<file path="config.mk">
export PLATFORM = sky130hd
export DESIGN_NAME = i2c_master_transaction_sequencer_unit
export DESIGN_NICKNAME = d
export VERILOG_FILES = /design/src/hw/rtl/i2cms_pkg.sv /design/src/hw/rtl/i2cms_core.sv /design/src/hw/rtl/i2c_master_transaction_sequencer_unit.sv
export SDC_FILE = /design/constraint.sdc
export NUM_CORES = 1
export LEC_CHECK = 0
export BUFFER_PORTS_ARGS = -buffer_cell sky130_fd_sc_hd__buf_4
export CAP_MARGIN = 10
export CORE_ASPECT_RATIO = 0.5
export CORE_MARGIN = 3
export CORE_UTILIZATION = 40
export DETAILED_ROUTE_END_ITERATION = 6
export PLACE_DENSITY = 0.64
export SLEW_MARGIN = 20
export SYNTH_ARGS = -nofsm -noshare
export SYNTH_HDL_FRONTEND = slang
export SYNTH_SLANG_ARGS = --single-unit
</file>
<file path="constraint.sdc">
create_clock -name aclk -period 3.45 [get_ports aclk]
set_input_delay 0.345 -clock aclk [delete_from_list [all_inputs] [get_ports aclk]]
set_output_delay 0.345 -clock aclk [all_outputs]
set_load 0.02 [all_outputs]
</file>
<file path="src/hw/rtl/i2cms_pkg.sv">
// Package for the I2C master transaction sequencer.
// Holds word types, operation, phase and status codes, and sizing constants.
// No dependencies.
package i2cms_pkg;

    localparam int I2CMS_MAX_BYTES = 16;
    localparam int BUF_DEPTH       = 16;
    localparam int BUF_AW          = 4;

    localparam logic [15:0] TIMEOUT_RESET = 16'd100;

    localparam logic [2:0] FUNC_LOAD  = 3'd0;
    localparam logic [2:0] FUNC_READ  = 3'd1;
    localparam logic [2:0] FUNC_WRITE = 3'd2;
    localparam logic [2:0] FUNC_EVENT = 3'd3;
    localparam logic [2:0] FUNC_TICK  = 3'd4;
    localparam logic [2:0] FUNC_QUERY = 3'd5;

    localparam logic [2:0] PH_IDLE = 3'd0;
    localparam logic [2:0] PH_DONE = 3'd1;
    localparam logic [2:0] PH_ERR  = 3'd2;
    localparam logic [2:0] PH_RX   = 3'd3;
    localparam logic [2:0] PH_ADDR = 3'd4;
    localparam logic [2:0] PH_DATA = 3'd5;
    localparam logic [2:0] PH_DEV  = 3'd6;

    localparam logic [1:0] ST_SUCCESS = 2'd0;
    localparam logic [1:0] ST_PENDING = 2'd1;
    localparam logic [1:0] ST_ERROR   = 2'd2;

    localparam int CB_MST = 0;
    localparam int CB_TX  = 1;
    localparam int CB_NAK = 2;

    typedef struct packed {
        logic [2:0]  func;
        logic [3:0]  byte_index;
        logic [7:0]  data_byte;
        logic [7:0]  device;
        logic [7:0]  reg_address;
        logic [7:0]  length;
        logic        tcf;
        logic        rxak;
        logic        arbl;
        logic [15:0] period_ms;
    } i2cms_in_t;

    typedef struct packed {
        logic [2:0] phase;
        logic [1:0] status_code;
        logic       tx_valid;
        logic [7:0] tx_byte;
        logic       rx_valid;
        logic [7:0] rx_byte;
        logic       rx_last;
        logic       master_on;
        logic       transmit_on;
        logic       no_ack;
        logic       discard_read;
    } i2cms_out_t;

endpackage

</file>
<file path="src/hw/rtl/i2cms_core.sv">
// Transaction state, write buffer and per-word next-state logic.
// Depends on i2cms_pkg.
module i2cms_core
    import i2cms_pkg::*;
#(
    parameter int MAX_BYTES = I2CMS_MAX_BYTES
) (
    input  logic        aclk,
    input  logic        aresetn,
    input  logic [15:0] timeout_limit,
    input  logic        step_en,
    input  i2cms_in_t   item,
    output i2cms_out_t  result
);

    localparam logic [7:0] MAX_LEN = 8'(MAX_BYTES);

    logic [2:0]        phase_reg,   phase_next;
    logic [7:0]        device_reg,  device_next;
    logic [7:0]        address_reg, address_next;
    logic [7:0]        left_reg,    left_next;
    logic [BUF_AW-1:0] wptr_reg,    wptr_next;
    logic [15:0]       time_reg,    time_next;
    logic [2:0]        cb_reg,      cb_next;
    logic [7:0]        wbuf_reg [BUF_DEPTH];

    logic busy;

    assign busy = (phase_reg >= PH_RX) && (phase_reg <= PH_DEV);

    always_comb begin
        phase_next   = phase_reg;
        device_next  = device_reg;
        address_next = address_reg;
        left_next    = left_reg;
        wptr_next    = wptr_reg;
        time_next    = time_reg;
        cb_next      = cb_reg;
        result       = '0;

        unique case (item.func) inside
            FUNC_READ, FUNC_WRITE: begin
                if (item.func == FUNC_READ) begin
                    device_next = item.device | 8'h01;
                    left_next   = item.length;
                end else begin
                    address_next = item.reg_address;
                    device_next  = item.device;
                    left_next    = (item.length > MAX_LEN) ? MAX_LEN : item.length;
                    wptr_next    = '0;
                end
                cb_next         = 3'b111;
                phase_next      = PH_DEV;
                time_next       = timeout_limit;
                result.tx_valid = 1'b1;
                result.tx_byte  = device_next;
            end
            FUNC_EVENT: begin
                if (item.arbl) begin
                    result.discard_read = 1'b1;
                    if (phase_reg != PH_IDLE) begin
                        cb_next    = '0;
                        phase_next = PH_ERR;
                        time_next  = '0;
                    end
                end else if (!item.tcf) begin
                    cb_next    = '0;
                    phase_next = PH_ERR;
                    time_next  = '0;
                end else begin
                    case (phase_reg) inside
                        PH_RX: begin
                            result.rx_valid = 1'b1;
                            result.rx_byte  = item.data_byte;
                            if (left_reg <= 8'd1) begin
                                cb_next         = cb_reg | 3'b100;
                                cb_next[CB_MST] = 1'b0;
                                cb_next[CB_TX]  = 1'b0;
                                left_next       = '0;
                                result.rx_last  = 1'b1;
                                phase_next      = PH_DONE;
                                time_next       = '0;
                            end else begin
                                left_next = left_reg - 8'd1;
                            end
                        end
                        PH_ADDR, PH_DATA: begin
                            phase_next = PH_DATA;
                            if (item.rxak) begin
                                cb_next    = '0;
                                phase_next = PH_ERR;
                                time_next  = '0;
                            end else if (left_reg != 8'd0) begin
                                result.tx_valid = 1'b1;
                                result.tx_byte  = wbuf_reg[wptr_reg];
                                wptr_next       = wptr_reg + BUF_AW'(1);
                                left_next       = left_reg - 8'd1;
                            end else begin
                                cb_next[CB_MST] = 1'b0;
                                cb_next[CB_TX]  = 1'b0;
                                phase_next      = PH_DONE;
                                time_next       = '0;
                            end
                        end
                        PH_DEV: begin
                            if (item.rxak) begin
                                cb_next    = '0;
                                phase_next = PH_ERR;
                                time_next  = '0;
                            end else if (!device_reg[0]) begin
                                result.tx_valid = 1'b1;
                                result.tx_byte  = address_reg;
                                phase_next      = PH_ADDR;
                            end else begin
                                cb_next[CB_TX]      = 1'b0;
                                cb_next[CB_NAK]     = 1'b0;
                                result.discard_read = 1'b1;
                                phase_next          = PH_RX;
                            end
                        end
                        default: begin
                            result.discard_read = 1'b1;
                        end
                    endcase
                end
            end
            FUNC_TICK: begin
                if (busy) begin
                    if (time_reg <= item.period_ms) begin
                        cb_next    = '0;
                        phase_next = PH_ERR;
                        time_next  = '0;
                    end else begin
                        time_next = time_reg - item.period_ms;
                    end
                end
            end
            FUNC_QUERY: begin
                if (phase_reg == PH_DONE) begin
                    result.status_code = ST_SUCCESS;
                    phase_next         = PH_IDLE;
                end else if (phase_reg == PH_ERR) begin
                    result.status_code = ST_ERROR;
                    phase_next         = PH_IDLE;
                end else if (busy) begin
                    result.status_code = ST_PENDING;
                end else begin
                    result.status_code = ST_ERROR;
                end
            end
            default: begin
            end
        endcase

        result.phase       = phase_next;
        result.master_on   = cb_next[CB_MST];
        result.transmit_on = cb_next[CB_TX];
        result.no_ack      = cb_next[CB_NAK];
    end

    always_ff @(posedge aclk) begin
        if (!aresetn) begin
            phase_reg   <= PH_IDLE;
            device_reg  <= '0;
            address_reg <= '0;
            left_reg    <= '0;
            wptr_reg    <= '0;
            time_reg    <= '0;
            cb_reg      <= '0;
        end else if (step_en) begin
            phase_reg   <= phase_next;
            device_reg  <= device_next;
            address_reg <= address_next;
            left_reg    <= left_next;
            wptr_reg    <= wptr_next;
            time_reg    <= time_next;
            cb_reg      <= cb_next;
        end
    end

    always_ff @(posedge aclk) begin
        if (step_en && item.func == FUNC_LOAD) begin
            wbuf_reg[item.byte_index] <= item.data_byte;
        end
    end

endmodule

</file>
<file path="src/hw/rtl/i2c_master_transaction_sequencer_unit.sv">
// The result word of an accepted word is held in the input register, then in the result
// register, where it sits on m_word with m_valid high.
// Throughput: one word per cycle; the input register and the result register
// advance together whenever the result register is empty or being drained.
// Reset (aresetn low, synchronous): idle phase, control bits clear, timeout 100,
// both registers empty. Write buffer contents are undefined until loaded.
module i2c_master_transaction_sequencer_unit
    import i2cms_pkg::*;
#(
    parameter int MAX_BYTES = I2CMS_MAX_BYTES
) (
    input  logic        aclk,
    input  logic        aresetn,
    input  logic        cfg_wr_en,
    input  logic [15:0] cfg_wr_data,
    input  logic        s_valid,
    output logic        s_ready,
    input  i2cms_in_t   s_word,
    output logic        m_valid,
    input  logic        m_ready,
    output i2cms_out_t  m_word
);

    logic [15:0] timeout_reg;
    logic        in_vld_reg;
    i2cms_in_t   in_reg;
    logic        out_vld_reg;
    i2cms_out_t  out_reg;
    i2cms_out_t  result;
    logic        advance;

    assign advance = in_vld_reg && (!out_vld_reg || m_ready);
    assign s_ready = !in_vld_reg || advance;
    assign m_valid = out_vld_reg;
    assign m_word  = out_reg;

    always_ff @(posedge aclk) begin
        if (!aresetn) begin
            timeout_reg <= TIMEOUT_RESET;
        end else if (cfg_wr_en) begin
            timeout_reg <= cfg_wr_data;
        end
    end

    always_ff @(posedge aclk) begin
        if (!aresetn) begin
            in_vld_reg <= 1'b0;
        end else if (s_ready) begin
            in_vld_reg <= s_valid;
        end
    end

    always_ff @(posedge aclk) begin
        if (s_valid && s_ready) begin
            in_reg <= s_word;
        end
    end

    always_ff @(posedge aclk) begin
        if (!aresetn) begin
            out_vld_reg <= 1'b0;
        end else if (advance) begin
            out_vld_reg <= 1'b1;
        end else if (m_ready) begin
            out_vld_reg <= 1'b0;
        end
    end

    always_ff @(posedge aclk) begin
        if (advance) begin
            out_reg <= result;
        end
    end

    i2cms_core #(
        .MAX_BYTES (MAX_BYTES)
    ) u_core (
        .aclk          (aclk),
        .aresetn       (aresetn),
        .timeout_limit (timeout_reg),
        .step_en       (advance),
        .item          (in_reg),
        .result        (result)
    );

    a_pending_busy: assert property (@(posedge aclk) disable iff (!aresetn)
        m_valid && m_word.status_code == ST_PENDING |->
            m_word.phase >= PH_RX && m_word.phase <= PH_DEV)
        else $error("pending reported outside a busy phase");

    a_tx_master: assert property (@(posedge aclk) disable iff (!aresetn)
        m_valid && m_word.tx_valid |-> m_word.master_on && m_word.transmit_on)
        else $error("byte sent without master transmit mode");

    a_rx_last_done: assert property (@(posedge aclk) disable iff (!aresetn)
        m_valid && m_word.rx_last |->
            m_word.phase == PH_DONE && !m_word.master_on && m_word.no_ack)
        else $error("last read byte without completion");

    a_stall_full: assert property (@(posedge aclk) disable iff (!aresetn)
        !s_ready |-> in_vld_reg && out_vld_reg && !m_ready)
        else $error("input stalled while the pipeline can move");

endmodule

</file>
### Word-level counts from Yosys, hierarchy flattened

Memory sizes are Yosys's and may differ from the RTL's. A register that Yosys moved wholly into a read port is not among the register bits.
Cells that the tools add are included.

| word-level totals | value |
|---|---|
| flip-flop bits (word level) | 147 |
| bits in latches | 0 |
| RAM bits | 128 |
| ROM bits | 0 |
| input bits | 79 |
| logic and storage cells | 189 |
| memories kept | 1 |

| operators by class | value |
|---|---|
| $add $sub $neg | 3 |
| multiply operators | 0 |
| div/mod/pow operators | 0 |
| $lt $le $gt $ge | 5 |
| eq/ne operators | 27 |
| shift-type cells | 0 |
| multiplexer cells | 91 |
| bitwise gates (word level) | 5 |
| reductions and logical operators | 25 |

Memories:

| memory | words | bits a word | rd ports | clocked after memory_dff | write ports | RTL line | RTL |
|---|---|---|---|---|---|---|---|
| u_core.wbuf_reg | 16 | 8 | 1 | 1 | 1 | i2cms_core.sv:25 | `logic [7:0] wbuf_reg [BUF_DEPTH];` |

Operator list:

| operator | count |
|---|---|
| 16-bit 2-to-1 mux | 12 |
| 3-bit 2-to-1 mux | 24 |
| 8-bit 2-to-1 mux | 9 |
| 9-bit 2-to-1 mux | 7 |
| 16-bit case mux with 3 select lines | 1 |
| 19-bit 2-to-1 mux | 2 |
| 4-bit 2-to-1 mux | 9 |
| 6-bit inequality test (second input constant) | 3 |
| 9-bit case mux with 2 select lines | 1 |
| 16-bit less-or-equal comparator | 1 |
| 8-bit case mux with 2 select lines | 1 |
| 16-bit subtractor | 1 |
| 3-bit == test (second input constant) | 5 |
| 1-bit 2-to-1 mux | 15 |
| 2-bit inequality test (second input constant) | 7 |
| 3-bit by 2-bit == test with 1-bit output (second input constant) | 4 |
| 2-bit 2-to-1 mux | 6 |
| 3-bit inequality test (second input constant) | 4 |
| 3-bit case mux with 4 select lines | 1 |
| 10-bit 2-to-1 mux | 1 |
| 3-bit case mux with 3 select lines | 1 |
| 9-bit AND reduction | 1 |
| 8-bit by 5-bit > comparator with 1-bit output (second input constant) | 1 |
| 8-bit by 1-bit less-or-equal comparator with 1-bit output (second input constant) | 1 |
| other kinds (23) | 38 |

### Longest topological paths before layout

Gate-level depths: netlist of run 1.

| logic depth | value |
|---|---|
| depth after elaboration | 10 |
| depth in mapped cells | 11 |
| depth with buffers taken out | 11 |

### By module

Synthesis of run 1 repeated with hierarchy kept, for this count alone.

| unflattened totals | value |
|---|---|
| cells, all modules | 840 |
| area total of the unflattened synthesis | 11717.5 sq um |

Modules (own cells, without submodules):

| module | times used | cells each | area each (sq um) | seq. area each (sq um) |
|---|---|---|---|---|
| i2cms_core | 1 | 694 | 8441.8 | 4784.6 |
| i2c_master_transaction_sequencer_unit | 1 | 146 | 3275.6 | 2942.8 |

### Worst setup path before layout of run 1

OpenSTA, ideal clock, no wires.

| timing | value |
|---|---|
| path type | register to register |
| start | register out_vld_reg (netlist: m_valid) |
| end | register in_reg[0] in the netlist's numbering (enable) |
| arrival time | 2.158 ns |
| data required time | 3.028 ns |
| setup slack | 0.870 ns |
| cell stages (with the launch flop) | 4 |
| clock period less this slack | 2.580 ns |
| cells stage by stage | dfxtp_1 > nor2b_1 > nand2_1 > and2_1 |

| between the ends | value |
|---|---|
| word-level cells in the longest chain between the ends | 5 |

Ends and longest elaborated chain:

| what | RTL line | RTL |
|---|---|---|
| start, declared | i2c_master_transaction_sequencer_unit.sv:27 | `logic out_vld_reg;` |
| start signal, assigned | i2c_master_transaction_sequencer_unit.sv:61 | `out_vld_reg <= 1'b0;` |
| start signal, assigned | i2c_master_transaction_sequencer_unit.sv:63 | `out_vld_reg <= 1'b1;` |
| start signal, assigned | i2c_master_transaction_sequencer_unit.sv:65 | `out_vld_reg <= 1'b0;` |
| 1-bit logical NOT | i2c_master_transaction_sequencer_unit.sv:32 | `assign advance = in_vld_reg && (!out_vld_reg \|\| m_ready);` |
| 1-bit logical OR | i2c_master_transaction_sequencer_unit.sv:32 |  |
| 1-bit logical AND | i2c_master_transaction_sequencer_unit.sv:32 |  |
| 1-bit logical OR | i2c_master_transaction_sequencer_unit.sv:33 | `assign s_ready = !in_vld_reg \|\| advance;` |
| named net s_ready | i2c_master_transaction_sequencer_unit.sv:17 | `output logic s_ready,` |
| 1-bit logical AND | i2c_master_transaction_sequencer_unit.sv:54 | `if (s_valid && s_ready) begin` |
| end signal, assigned | i2c_master_transaction_sequencer_unit.sv:55 | `in_reg <= s_word;` |
| end, declared | i2c_master_transaction_sequencer_unit.sv:26 | `i2cms_in_t in_reg;` |

The timed path passes the listed nets, and every way through them passes these cells.
A chain may end at the register's enable or synchronous reset.

==> report_table.html, run 1 <==
<table>
<tr><th>Metric</th><th>Value</th></tr>
<tr><th colspan="2">Synth</th></tr>
<tr><td>Sequential fraction of the synthesis area</td><td>0.6523</td></tr>
<tr><td>Synthesized instance count</td><td>831</td></tr>
<tr><td>Area of the mapped netlist</td><td>11,850 µm²</td></tr>
<tr><td>Post-Synthesis Mean Instance Area</td><td>14.26 µm²</td></tr>
<tr><td>Area share of the largest cell type after synthesis</td><td>0.5425</td></tr>
<tr><td>Async SR Flop Fraction</td><td>0</td></tr>
<tr><td>Count of different cell masters after synthesis</td><td>79</td></tr>
<tr><td>Yosys warning total</td><td>0</td></tr>
<tr><td>Net Count, Synth</td><td>930</td></tr>
<tr><td>Top FF cell, synth</td><td>edfxtp_1</td></tr>
<tr><td>Yosys reg bits</td><td>279</td></tr>
<tr><td>Yosys top cell by area</td><td>edfxtp_1</td></tr>
<tr><td>Top cells by area in the synthesized netlist</td><td>edfxtp_1 (54%), dfxtp_1 (11%), mux4_2 (7.6%)</td></tr>
<tr><td>Post-synth EDFFs</td><td>214</td></tr>
<tr><th colspan="2">Layout</th></tr>
<tr><td>Multi-input logic area</td><td>3846 µm²</td></tr>
<tr><td>Layout area overhead</td><td>22.85%</td></tr>
<tr><td>Most common cell after layout, fill and taps aside</td><td>edfxtp_1</td></tr>
<tr><td>Reg area</td><td>7729 µm²</td></tr>
<tr><td>Most used cells in the layout excluding fill and tap cells</td><td>edfxtp_1 (214), buf_4 (124), nor2_1 (87), dfxtp_1 (64), dlygate4sd3_1 (58)</td></tr>
<tr><td>Fin area</td><td>14,550 µm²</td></tr>
<tr><td>Number of fillers in the final layout</td><td>2,419</td></tr>
<tr><td>Nets</td><td>1,105</td></tr>
<tr><td>Max FFs per register</td><td>128</td></tr>
<tr><td>Fraction of layout instances using a drive strength above 1</td><td>0.2332</td></tr>
<tr><td>Diodes inserted</td><td>0</td></tr>
<tr><th colspan="2">Floorplan</th></tr>
<tr><td>Die boundary width</td><td>249.4 µm</td></tr>
<tr><td>Die Y-Extent</td><td>127.7 µm</td></tr>
<tr><td>Core Region</td><td>28,410 µm²</td></tr>
<tr><td>Top Ports</td><td>109</td></tr>
<tr><td>Std-Cell Rows</td><td>43</td></tr>
<tr><td>Starting Density</td><td>0.4170</td></tr>
<tr><td>DIE AREA</td><td>31,840 µm²</td></tr>
<tr><th colspan="2">Place</th></tr>
<tr><td>Placed Instance Area</td><td>13,110 µm²</td></tr>
<tr><td>Total of buffers placed on input and output ports</td><td>108</td></tr>
<tr><td>Placed wire-length estimate</td><td>18,680 µm</td></tr>
<tr><td>Final weighted congestion in routability-driven placement</td><td>0.8771</td></tr>
<tr><th colspan="2">Routing</th></tr>
<tr><td>Vias after detailed routing</td><td>7,472</td></tr>
<tr><td>Total wire length</td><td>27,880 µm</td></tr>
<tr><td>Detailed-route DRC error count</td><td>0</td></tr>
<tr><td>Routed wire length per instance</td><td>19.82 µm</td></tr>
<tr><td>Routed vias/inst</td><td>5.311</td></tr>
<tr><td>DRT Pass-1 Iters</td><td>5</td></tr>
<tr><td>Number of nets still failing antenna checks after routing</td><td>0</td></tr>
<tr><td>Iter 0 DRT Violations</td><td>584</td></tr>
<tr><th colspan="2">CTS</th></tr>
<tr><td>Clock network latency to the later pin of the worst-skew pair</td><td>0.55 ns</td></tr>
<tr><td>TritonCTS clock tree</td><td>yes</td></tr>
<tr><td>CTS clock-pin slew for the worst setup and hold paths</td><td>0.06 ns</td></tr>
<tr><td>Deepest level of the CTS H-tree</td><td>1</td></tr>
<tr><td>Max clock buf depth</td><td>3</td></tr>
<tr><td>Number of clock sinks</td><td>279</td></tr>
<tr><td>Total CTS buffers</td><td>25</td></tr>
<tr><td>CTS root buf</td><td>clkbuf_16</td></tr>
<tr><th colspan="2">Pwr</th></tr>
<tr><td>Worst voltage drop across the vdd grid</td><td>0.0004045 V</td></tr>
<tr><td>Post-route total power</td><td>7.303 mW</td></tr>
<tr><td>P_leak</td><td>5.251 nW</td></tr>
<tr><td>Power density normalized to cell area</td><td>501.8 nW/µm²</td></tr>
<tr><th colspan="2">Worst hold path</th></tr>
<tr><td>Hold_sp</td><td>cfg_wr_data[5]</td></tr>
<tr><td>End point of the worst hold path</td><td>timeout_reg[5]</td></tr>
<tr><td>Hold WC Path Type</td><td>in2reg</td></tr>
<tr><td>Hold path depth</td><td>3</td></tr>
<tr><th colspan="2">Timing</th></tr>
<tr><td>Setup repair after global routing missed its margin</td><td>no</td></tr>
<tr><td>Peak Freq</td><td>0.3637 GHz</td></tr>
<tr><td>Worst clock skew on the final layout</td><td>0.009447 ns</td></tr>
<tr><td>Slew Limit Fails</td><td>0</td></tr>
<tr><td>Worst slew margin</td><td>0.3143</td></tr>
<tr><td>Post-route minimum period</td><td>2.749 ns</td></tr>
<tr><td>Sum of negative setup slack</td><td>0 ns</td></tr>
<tr><td>Setup violators final</td><td>0</td></tr>
<tr><td>Ratio of final minimum period to clock period</td><td>0.7969</td></tr>
<tr><td>Endpoints failing hold</td><td>0</td></tr>
<tr><td>Worst-Margin Slew</td><td>1.028 ns</td></tr>
<tr><th colspan="2">Job</th></tr>
<tr><td>Number of max-capacitance violations reported</td><td>0</td></tr>
<tr><th colspan="2">Setup path</th></tr>
<tr><td>Critical setup path kind</td><td>reg2reg</td></tr>
<tr><td>Data arrival time of the worst path</td><td>3.06 ns</td></tr>
<tr><td>R2R Path Start</td><td>in_reg[12]</td></tr>
<tr><td>Highest fanout seen on the critical path</td><td>6</td></tr>
<tr><td>Kind of start point of the critical path</td><td>register</td></tr>
<tr><td>Data required, critical path</td><td>3.76 ns</td></tr>
<tr><td>End of the worst register-to-register path</td><td>m_word[2]</td></tr>
<tr><td>Reg2Reg Depth</td><td>9</td></tr>
<tr><td>Crit. End Element</td><td>register</td></tr>
<tr><td>R2r setup slk</td><td>0.70 ns</td></tr>
<tr><th colspan="2">GRT</th></tr>
<tr><td>Combined global-route utilization of all metal layers</td><td>0.1775</td></tr>
<tr><td>Antenna violations before repair</td><td>0</td></tr>
<tr><td>Remaining Overflow, GRT</td><td>0</td></tr>
<tr><td>Via count of the first global-routing pass</td><td>7,884</td></tr>
<tr><td>Pin count of the biggest net entering global routing</td><td>37</td></tr>
<tr><td>First-pass GRT wire length</td><td>44,220 µm</td></tr>
<tr><th colspan="2">Status</th></tr>
<tr><td>Run status</td><td>complete, no violations</td></tr>
</table>
-- synthesized netlist by cell type, types with 3 or more instances --
master    count
nand2b_1      9
a22oi_1      11
nor3_1       14
buf_1         4
o21a_1        4
nand2_1      50
inv_1        27
mux4_2       40
a21o_1       10
xor2_1        8
buf_2        12
o22ai_1       3
xnor2_1       4
o211ai_1      4
ha_1         19
and3_1        4
nor2_1       87
o221ai_1      3
nand4_1       8
or3_1         4
mux2i_1      33
nor3b_1       3
edfxtp_1    214
a31oi_1       6
a21oi_1      31
nor3_2        3
and2_1       12
nor2b_1       6
clkbuf_1     13
a211oi_2      7
dfxtp_1      65
buf_4         5
o21ai_0      21
nand3_1       6
a211oi_1      7
o21ai_1      17
-- layout make-up --
class | instances | share of cell area
well taps | 382 | 0.03284
inverters | 29 | 0.007480
clock buffers | 30 | 0.04574
repair buffers | 183 | 0.1052
multi-input cells | 488 | 0.2643
flip-flops and latches | 279 | 0.5311
clock inverters | 16 | 0.01333
-- per-stage QoR --
stage | utilization | worst slack [ns] | cells | hold slack [ns]
after floorplan | - | 0.8704 | 831 | 0.4414
after global placement | 0.4616 | 0.7484 | 1303 | 0.4679
after detailed placement | 0.4616 | 0.7293 | 1303 | 0.4789
after CTS | 0.5123 | 0.7170 | 1407 | 0.0001531
after global routing | 0.5123 | 0.4768 | 1407 | 0.01281
final | 0.5123 | 0.7006 | 1407 | 0.01070
-- where the power goes --
| part | switching, mW | internal [mW] |
|---|---|---|
| clock network | 1.26 | 1.69 |
| logic | 0.298 | 0.260 |
| registers | 0.0855 | 3.71 |
-- critical path: stages (launching register included) --
cell      delay (ns)
edfxtp_1        0.33
inv_1           0.04
ha_1            0.36
a21o_1          0.20
a21o_1          0.21
o31ai_2         0.35
a31oi_1         0.24
nor2_1          0.32
o221ai_1        0.23
a21o_1          0.23
-- logic make-up after synthesis --
family | share of synthesized area
xor+xnor | 0.008872
simple gates | 0.09199
buf+inv | 0.02376
compound gates | 0.09738
flops | 0.6523
mux | 0.1039
fa+ha+maj | 0.02176
-- routing by layer --
layer	global-route usage	vias up	share of wire
met5	0	-	0
met4	0.04155	0	0.022
met3	0.02858	43	0.048
met2	0.3179	189	0.50
met1	0.2290	3707	0.43
li1	-	3533	-
-- worst max path at each step --
stage / startpoint / to / slack [ns]
floorplan: m_valid / in_reg[0] / 0.87
global placement: in_reg[12] / m_word[2] / 0.75
detailed placement: in_reg[12] / m_word[2] / 0.73
CTS: in_reg[12] / m_word[2] / 0.72
global route: in_reg[0] / u_core.time_reg[15] / 0.48
finish: in_reg[12] / m_word[2] / 0.70
-- timing repair --
item                      in CTS  in global routing
resized for setup              0                  0
hold endpoints to repair      58                  0
setup buffers                  0                  0
hold buffers                  58                  0
No activity file was read; power rests on OpenSTA's default activity.
==> inputs of run 2 (changes only) <==
- ABC_AREA: unset -> 1
- PLACE_DENSITY: 0.64 -> 0.67
- clock period: 3.45 -> 2.2 ns (I/O delays scaled with it)
==> run 2 against run 1 <==
Combinational power increased by 95%. Core utilization up 1.2 points. Non-clock buffer count increased by 58. First-iteration DRC count increased by 32%. Flip-flop and latch count did not move. Sequential share of layout area fell by 3.1 points. Sequential power rose by 57%. Wire length grew 12%. Critical path depth is 5 higher. Power is 56% higher.
==> report_table.html, run 2 <==
<table>
<tr><th>Metric</th><th>Value</th></tr>
<tr><th colspan="2">Status</th></tr>
<tr><td>Run status</td><td>complete, no violations</td></tr>
<tr><th colspan="2">Floorplan</th></tr>
<tr><td>DIE AREA</td><td>32,610 µm²</td></tr>
<tr><td>Top Ports</td><td>109</td></tr>
<tr><td>Die Y-Extent</td><td>129.2 µm</td></tr>
<tr><td>Die boundary width</td><td>252.4 µm</td></tr>
<tr><td>Std-Cell Rows</td><td>44</td></tr>
<tr><td>Starting Density</td><td>0.4123</td></tr>
<tr><td>Core Region</td><td>29,450 µm²</td></tr>
<tr><th colspan="2">GRT</th></tr>
<tr><td>Pin count of the biggest net entering global routing</td><td>65</td></tr>
<tr><td>Antenna violations before repair</td><td>1</td></tr>
<tr><td>First-pass GRT wire length</td><td>47,780 µm</td></tr>
<tr><td>Remaining Overflow, GRT</td><td>0</td></tr>
<tr><td>Combined global-route utilization of all metal layers</td><td>0.1841</td></tr>
<tr><td>Via count of the first global-routing pass</td><td>9,343</td></tr>
<tr><th colspan="2">Synth</th></tr>
<tr><td>Sequential fraction of the synthesis area</td><td>0.6364</td></tr>
<tr><td>Count of different cell masters after synthesis</td><td>47</td></tr>
<tr><td>Area of the mapped netlist</td><td>12,140 µm²</td></tr>
<tr><td>Post-Synthesis Mean Instance Area</td><td>10.23 µm²</td></tr>
<tr><td>Post-synth EDFFs</td><td>214</td></tr>
<tr><td>Synthesized instance count</td><td>1,187</td></tr>
<tr><td>Net Count, Synth</td><td>1,286</td></tr>
<tr><td>Yosys top cell by area</td><td>edfxtp_1</td></tr>
<tr><td>Yosys warning total</td><td>0</td></tr>
<tr><td>Async SR Flop Fraction</td><td>0</td></tr>
<tr><td>Yosys reg bits</td><td>279</td></tr>
<tr><td>Top FF cell, synth</td><td>edfxtp_1</td></tr>
<tr><td>Count leader, synth</td><td>edfxtp_1</td></tr>
<tr><td>Most instantiated cells after synthesis</td><td>edfxtp_1 (214), nor2_1 (201), nand2_1 (170), inv_1 (110), o21ai_0 (98)</td></tr>
<tr><td>Area share of the largest cell type after synthesis</td><td>0.5292</td></tr>
<tr><td>Top cells by area in the synthesized netlist</td><td>edfxtp_1 (53%), dfxtp_1 (11%), nor2_1 (6.2%)</td></tr>
<tr><th colspan="2">Timing</th></tr>
<tr><td>Slew Limit Fails</td><td>0</td></tr>
<tr><td>Peak Freq</td><td>0.4816 GHz</td></tr>
<tr><td>Post-route minimum period</td><td>2.076 ns</td></tr>
<tr><td>Endpoints failing hold</td><td>0</td></tr>
<tr><td>Worst slew margin</td><td>0.4168</td></tr>
<tr><td>Sum of negative setup slack</td><td>0 ns</td></tr>
<tr><td>Worst-Margin Slew</td><td>0.8738 ns</td></tr>
<tr><td>Ratio of final minimum period to clock period</td><td>0.9437</td></tr>
<tr><td>Worst clock skew on the final layout</td><td>0.01952 ns</td></tr>
<tr><td>Setup violators final</td><td>0</td></tr>
<tr><th colspan="2">Routing</th></tr>
<tr><td>Post-route met1 wirelength</td><td>13,290 µm</td></tr>
<tr><td>Detailed-route DRC error count</td><td>0</td></tr>
<tr><td>Highest metal layer used by the detailed router</td><td>met4</td></tr>
<tr><td>DRT Pass-1 Iters</td><td>6</td></tr>
<tr><td>Length of routed met3 wiring</td><td>1543 µm</td></tr>
<tr><td>Amount of wire on met2 after detailed routing</td><td>15,560 µm</td></tr>
<tr><td>Number of nets still failing antenna checks after routing</td><td>0</td></tr>
<tr><td>Vias after detailed routing</td><td>9,538</td></tr>
<tr><td>Iter 0 DRT Violations</td><td>768</td></tr>
<tr><td>Routed wire length per instance</td><td>17.15 µm</td></tr>
<tr><td>Routed vias/inst</td><td>5.229</td></tr>
<tr><td>Total wire length</td><td>31,280 µm</td></tr>
<tr><th colspan="2">Layout</th></tr>
<tr><td>Multi-input logic area</td><td>3869 µm²</td></tr>
<tr><td>Most common cell after layout, fill and taps aside</td><td>edfxtp_1</td></tr>
<tr><td>Max FFs per register</td><td>128</td></tr>
<tr><td>Number of fillers in the final layout</td><td>2,530</td></tr>
<tr><td>Layout area overhead</td><td>27.25%</td></tr>
<tr><td>Fin util</td><td>0.5246</td></tr>
<tr><td>Fraction of layout instances using a drive strength above 1</td><td>0.1781</td></tr>
<tr><td>Most used cells in the layout excluding fill and tap cells</td><td>edfxtp_1 (214), nor2_1 (199), nand2_1 (166), buf_4 (155), inv_1 (106)</td></tr>
<tr><td>Reg area</td><td>7727 µm²</td></tr>
<tr><td>Nets</td><td>1,513</td></tr>
<tr><th colspan="2">CTS</th></tr>
<tr><td>Max clock buf depth</td><td>3</td></tr>
<tr><td>Deepest level of the CTS H-tree</td><td>1</td></tr>
<tr><td>Clock network latency to the later pin of the worst-skew pair</td><td>0.55 ns</td></tr>
<tr><td>CTS root buf</td><td>clkbuf_16</td></tr>
<tr><td>CTS clock-pin slew for the worst setup and hold paths</td><td>0.07 ns</td></tr>
<tr><td>TritonCTS clock tree</td><td>yes</td></tr>
<tr><td>Total CTS buffers</td><td>26</td></tr>
<tr><td>Number of clock sinks</td><td>279</td></tr>
<tr><th colspan="2">Setup path</th></tr>
<tr><td>Critical setup path kind</td><td>reg2reg</td></tr>
<tr><td>Crit. End Element</td><td>register</td></tr>
<tr><td>R2R Path Start</td><td>in_reg[0]</td></tr>
<tr><td>R2r setup slk</td><td>0.12 ns</td></tr>
<tr><td>Data arrival time of the worst path</td><td>2.55 ns</td></tr>
<tr><td>Highest fanout seen on the critical path</td><td>8</td></tr>
<tr><td>Data required, critical path</td><td>2.68 ns</td></tr>
<tr><td>End of the worst register-to-register path</td><td>u_core.time_reg[15]</td></tr>
<tr><td>Kind of start point of the critical path</td><td>register</td></tr>
<tr><td>Reg2Reg Depth</td><td>14</td></tr>
<tr><th colspan="2">Worst hold path</th></tr>
<tr><td>End point of the worst hold path</td><td>timeout_reg[2]</td></tr>
<tr><td>Hold_sp</td><td>cfg_wr_en</td></tr>
<tr><td>Hold WC Path Type</td><td>in2reg</td></tr>
<tr><td>Hold path depth</td><td>3</td></tr>
<tr><th colspan="2">Place</th></tr>
<tr><td>Final weighted congestion in routability-driven placement</td><td>0.9471</td></tr>
<tr><td>Total of buffers placed on input and output ports</td><td>108</td></tr>
<tr><td>Placed wire-length estimate</td><td>20,110 µm</td></tr>
<tr><th colspan="2">Pwr</th></tr>
<tr><td>P_leak</td><td>6.196 nW</td></tr>
<tr><td>Worst voltage drop across the vdd grid</td><td>0.0005487 V</td></tr>
<tr><td>Power density normalized to cell area</td><td>736.8 nW/µm²</td></tr>
<tr><th colspan="2">Job</th></tr>
<tr><td>Number of max-capacitance violations reported</td><td>0</td></tr>
</table>
## run 2: cell types whose count changed in the layout (fill, tap and decap cells not counted), sizes merged, moves of 37 or more
cell,previous run,this run
buf,125,162
nor2,90,212
inv,29,119
o21ai,39,112
nand2,51,174
nand3,7,70
mux4,40,0
## run 2: worst max path at each step
stage,start,slack (ns),end,cells past startpoint
after floorplan,m_valid,0.05,in_reg[0],3
after global placement,in_reg[56],0.11,u_core.wbuf_reg[15][0],7
after detailed placement,in_reg[0],0.03,u_core.time_reg[10],12
after CTS,in_reg[0],0.02,u_core.time_reg[10],12
after global routing,in_reg[11],-0.04,u_core.time_reg[15],13
final,in_reg[0],0.12,u_core.time_reg[15],14
## run 2: layout make-up
type | count | area share
clock inverters | 12 | 0.007854
flip-flops and latches | 279 | 0.5001
inverters | 121 | 0.02964
multi-input cells | 745 | 0.2504
diodes | 1 | 0.0001619
repair buffers | 241 | 0.1362
clock buffers | 34 | 0.04405
well taps | 391 | 0.03166
## run 2: worst max-delay path, stage by stage (launching register included)
cell	delay, ns
edfxtp_1	0.42
ha_4	0.18
inv_1	0.06
fa_2	0.21
nand2_2	0.06
nand2_1	0.08
nand3_1	0.08
nand2_1	0.09
nand2_1	0.06
nand2_2	0.09
nand3_4	0.15
buf_8	0.18
a21oi_1	0.10
o21ai_0	0.10
a21oi_1	0.14
## run 2: logic make-up after synthesis
group           share of synthesized area
compound gates                     0.1127
flops                              0.6364
simple gates                       0.1664
buf+inv                           0.05317
fa+ha+maj                         0.02123
xor+xnor                          0.01010
## run 2: through the flow
| step | setup slack [ns] | cells | hold WS, ns | total power, mW | area [µm²] |
|---|---|---|---|---|---|
| 6_report | 0.1238 | 1824 | 0.01949 | 11.38 | 15450 |
| 5_1_grt | -0.03519 | 1824 | 0.01625 | 11.80 | 15450 |
| 4_1_cts | 0.02449 | 1815 | 0.006794 | 11.42 | 15260 |
| 3_5_place_dp | 0.02908 | 1691 | 0.3996 | 6.986 | 13670 |
| 3_3_place_gp | 0.1113 | 1691 | 0.3993 | 6.960 | 13670 |
| 2_1_floorplan | 0.04986 | 1187 | 0.3189 | 6.596 | 12150 |
## run 2: routing by layer
| metal | vias up | global-route usage |
|---|---|---|
| li1 | 4537 | - |
| met1 | 4663 | 0.2335 |
| met2 | 271 | 0.3297 |
| met3 | 67 | 0.02848 |
| met4 | 0 | 0.05450 |
| met5 | - | 0 |
## run 2: report_power, final
group / total, mW / switching [mW] / internal (mW) / leakage, nW
registers: 5.95 / 0.117 / 5.83 / 2.51
clock network: 4.34 / 1.93 / 2.42 / 0.393
logic: 1.09 / 0.616 / 0.475 / 3.29
## run 2: repair_timing
action                                 CTS  global route
resized for setup                        0            25
setup buffers                            0             5
setup endpoints to repair                0           154
hold buffers                            78             0
endpoints found under the hold margin   75             0
==> inputs of run 3 (changes only) <==
- CORE_MARGIN: 3 -> unset
- CTS_BUF_LIST: unset -> sky130_fd_sc_hd__clkbuf_4
- PLACE_DENSITY: 0.67 -> 0.66
- SYNTH_HIERARCHICAL: unset -> 1
==> run 3 against run 2 <==
Final cell count up 7.6%. Worst setup slack worse by 0.062 ns. First-iteration DRC count up 29%. Register-to-register slack worse by 0.06 ns. Worst hold slack better by 0.22 ns. Via count up 3.3%. Clock power down 6.5%. Cell area up 1.6%. Critical endpoint is now u_core/address_reg[6]. Largest cell class unchanged. Largest power group unchanged.
==> report_table.html, run 3 <==
<table>
<tr><th>Metric</th><th>Value</th></tr>
<tr><th colspan="2">Status</th></tr>
<tr><td>Run status</td><td>complete, no violations</td></tr>
<tr><th colspan="2">Layout</th></tr>
<tr><td>Multi-input logic area</td><td>4101 µm²</td></tr>
<tr><td>Nets</td><td>1,621</td></tr>
<tr><td>Fin area</td><td>15,700 µm²</td></tr>
<tr><td>Most used cells in the layout excluding fill and tap cells</td><td>nand2_1 (224), edfxtp_1 (214), nor2_1 (205), buf_4 (130), inv_1 (115)</td></tr>
<tr><td>Number of fillers in the final layout</td><td>2,568</td></tr>
<tr><td>Fraction of layout instances using a drive strength above 1</td><td>0.1924</td></tr>
<tr><td>Layout area overhead</td><td>27.47%</td></tr>
<tr><td>Max FFs per register</td><td>128</td></tr>
<tr><td>Most common cell after layout, fill and taps aside</td><td>nand2_1</td></tr>
<tr><td>Reg area</td><td>7729 µm²</td></tr>
<tr><th colspan="2">Routing</th></tr>
<tr><td>Total wire length</td><td>30,860 µm</td></tr>
<tr><td>Routed vias/inst</td><td>5.020</td></tr>
<tr><td>Iter 0 DRT Violations</td><td>988</td></tr>
<tr><td>Vias after detailed routing</td><td>9,849</td></tr>
<tr><td>Detailed-route DRC error count</td><td>0</td></tr>
<tr><td>DRT Pass-1 Iters</td><td>7</td></tr>
<tr><td>Number of nets still failing antenna checks after routing</td><td>0</td></tr>
<tr><td>Routed wire length per instance</td><td>15.73 µm</td></tr>
<tr><th colspan="2">Synth</th></tr>
<tr><td>Top FF cell, synth</td><td>edfxtp_1</td></tr>
<tr><td>Async SR Flop Fraction</td><td>0</td></tr>
<tr><td>Count leader, synth</td><td>nand2_1</td></tr>
<tr><td>Yosys warning total</td><td>6</td></tr>
<tr><td>Post-Synthesis Mean Instance Area</td><td>9.798 µm²</td></tr>
<tr><td>Top cells by area in the synthesized netlist</td><td>edfxtp_1 (52%), dfxtp_1 (11%), nand2_1 (7.0%)</td></tr>
<tr><td>Net Count, Synth</td><td>1,356</td></tr>
<tr><td>Count of different cell masters after synthesis</td><td>45</td></tr>
<tr><td>Yosys reg bits</td><td>279</td></tr>
<tr><td>Synthesized instance count</td><td>1,257</td></tr>
<tr><td>Most instantiated cells after synthesis</td><td>nand2_1 (229), nor2_1 (221), edfxtp_1 (214), inv_1 (118), o21ai_0 (105)</td></tr>
<tr><td>Area share of the largest cell type after synthesis</td><td>0.5218</td></tr>
<tr><td>Post-synth EDFFs</td><td>214</td></tr>
<tr><td>Yosys top cell by area</td><td>edfxtp_1</td></tr>
<tr><td>Area of the mapped netlist</td><td>12,320 µm²</td></tr>
<tr><td>Sequential fraction of the synthesis area</td><td>0.6275</td></tr>
<tr><th colspan="2">CTS</th></tr>
<tr><td>Max clock buf depth</td><td>3</td></tr>
<tr><td>TritonCTS clock tree</td><td>yes</td></tr>
<tr><td>CTS root buf</td><td>clkbuf_4</td></tr>
<tr><td>Deepest level of the CTS H-tree</td><td>3</td></tr>
<tr><td>Clock network latency to the later pin of the worst-skew pair</td><td>0.70 ns</td></tr>
<tr><td>Number of clock sinks</td><td>279</td></tr>
<tr><td>Total CTS buffers</td><td>67</td></tr>
<tr><td>CTS clock-pin slew for the worst setup and hold paths</td><td>0.08 ns</td></tr>
<tr><th colspan="2">Timing</th></tr>
<tr><td>Post-route minimum period</td><td>2.138 ns</td></tr>
<tr><td>Worst Slack Setup Final</td><td>0.06170 ns</td></tr>
<tr><td>Setup violators final</td><td>0</td></tr>
<tr><td>Peak Freq</td><td>0.4677 GHz</td></tr>
<tr><td>Slew Limit Fails</td><td>0</td></tr>
<tr><td>Ratio of final minimum period to clock period</td><td>0.9720</td></tr>
<tr><td>Worst slew margin</td><td>0.4974</td></tr>
<tr><td>Endpoints failing hold</td><td>0</td></tr>
<tr><td>Worst-Margin Slew</td><td>0.7538 ns</td></tr>
<tr><td>Worst clock skew on the final layout</td><td>0.04718 ns</td></tr>
<tr><th colspan="2">GRT</th></tr>
<tr><td>Combined global-route utilization of all metal layers</td><td>0.1967</td></tr>
<tr><td>Antenna violations before repair</td><td>1</td></tr>
<tr><td>Via count of the first global-routing pass</td><td>9,743</td></tr>
<tr><td>Pin count of the biggest net entering global routing</td><td>65</td></tr>
<tr><td>Remaining Overflow, GRT</td><td>0</td></tr>
<tr><td>First-pass GRT wire length</td><td>49,130 µm</td></tr>
<tr><th colspan="2">Floorplan</th></tr>
<tr><td>Top Ports</td><td>109</td></tr>
<tr><td>Core Region</td><td>29,620 µm²</td></tr>
<tr><td>Std-Cell Rows</td><td>44</td></tr>
<tr><td>Die boundary width</td><td>250.2 µm</td></tr>
<tr><td>Starting Density</td><td>0.4158</td></tr>
<tr><td>Die Y-Extent</td><td>126.1 µm</td></tr>
<tr><td>DIE AREA</td><td>31,540 µm²</td></tr>
<tr><th colspan="2">Setup path</th></tr>
<tr><td>Highest fanout seen on the critical path</td><td>8</td></tr>
<tr><td>Kind of start point of the critical path</td><td>register</td></tr>
<tr><td>Data arrival time of the worst path</td><td>2.76 ns</td></tr>
<tr><td>Crit. End Element</td><td>register</td></tr>
<tr><td>Data required, critical path</td><td>2.82 ns</td></tr>
<tr><td>Critical setup path kind</td><td>reg2reg</td></tr>
<tr><th colspan="2">Place</th></tr>
<tr><td>Final weighted congestion in routability-driven placement</td><td>0.8995</td></tr>
<tr><td>Placed wire-length estimate</td><td>20,100 µm</td></tr>
<tr><td>Worst slack at placement</td><td>0.04497 ns</td></tr>
<tr><td>Placed Instance Area</td><td>13,800 µm²</td></tr>
<tr><td>Total of buffers placed on input and output ports</td><td>108</td></tr>
<tr><th colspan="2">Job</th></tr>
<tr><td>Number of max-capacitance violations reported</td><td>0</td></tr>
<tr><th colspan="2">Pwr</th></tr>
<tr><td>Worst voltage drop across the vdd grid</td><td>0.0003785 V</td></tr>
<tr><td>Power density normalized to cell area</td><td>704.1 nW/µm²</td></tr>
<tr><td>P_leak</td><td>6.265 nW</td></tr>
<tr><th colspan="2">Worst hold path</th></tr>
<tr><td>Hold WC Path Type</td><td>in2reg</td></tr>
</table>
## run 3: changes by cell type in the layout (fill, tap and decap cells not counted), moves of 10 or more
cell / previous run / this run
o21ai_1: 16 / 5
clkbuf_16: 27 / 0
nand2_1: 166 / 224
a21oi_1: 52 / 62
nor2_4: 4 / 20
clkbuf_4: 0 / 87
dlygate4sd3_1: 78 / 98
clkinv_1: 4 / 23
buf_4: 155 / 130
## run 3: per-layer routing
metal / up-vias / wire [µm] / track usage
li1: 4821 / - / -
met1: 4649 / 12970 / 0.2416
met2: 317 / 15480 / 0.3423
met3: 62 / 1742 / 0.04299
met4: 0 / 660 / 0.07001
met5: - / 0 / 0
## run 3: final timing paths
kind,to,from,cells after the start,slack [ns]
worst max-delay path,u_core/address_reg[6],u_core/left_reg[0],10,0.06
worst min-delay path,in_reg[45],s_word[45],2,0.24
worst max register to register,u_core/address_reg[6],u_core/left_reg[0],10,0.06
worst min register to register,u_core/address_reg[7],u_core/address_reg[7],2,0.47
## run 3: worst max-delay path, cell delays in order, from the launching register on
cell and delay [ns]:
dfxtp_1 0.39, inv_1 0.10, ha_1 0.26, nand2_1 0.17, nor2_1 0.09, o31ai_2 0.34
nand3_2 0.15, inv_2 0.15, buf_4 0.17, nand3_1 0.09, a21oi_1 0.18
## run 3: logic make-up (layout without fill, tap and decap cells)
| family | count (synthesis) | in the layout | share of synthesized area |
|---|---|---|---|
| and+or+nand+nor | 557 | 557 | 0.1865 |
| other | 0 | 1 | 0 |
| AOI/OAI and AO/OA | 222 | 222 | 0.1012 |
| DFF | 279 | 279 | 0.6275 |
| muxes | 2 | 2 | 0.001626 |
| buffers and inverters | 168 | 481 | 0.05588 |
| xor gates and xnor gates | 9 | 9 | 0.006401 |
| adders and majority gates | 20 | 20 | 0.02093 |
## run 3: repair_timing
item | CTS | global route
setup endpoints to repair | 0 | 37
resized for setup | 0 | 17
hold buffers | 98 | 0
setup buffers | 0 | 4
hold endpoints to repair | 91 | 0
## run 3: final cells by class
cell class,count,share of cell area
Sequential cell,279,0.4923
Multi-Input combinational cell,810,0.2613
Timing Repair Buffer,235,0.1321
Clock buffer,87,0.04160
Inverter,129,0.03164
Tap cell,391,0.03116
Clock inverter,30,0.009803
Antenna cell,1,0.0001594
## run 3: report_power, final
part | switching (mW) | internal, mW
combinational | 0.583 | 0.464
clock | 2.08 | 1.99
sequential | 0.117 | 5.83
total | 2.78 | 8.28
## run 3: metrics by stage
stage / setup TNS (ns) / util / std cells / power [mW] / hold slack, ns
floorplan: -17.89 / - / 1257 / 6.571 / 0.3189
global placement: 0 / 0.4660 / 1741 / 6.905 / 0.3984
detailed placement: 0 / 0.4660 / 1741 / 6.925 / 0.3993
CTS: 0 / 0.5264 / 1956 / 11.14 / 0.1851
global route: -0.01002 / 0.5300 / 1962 / 11.57 / 0.1812
finish: 0 / 0.5300 / 1962 / 11.05 / 0.2355
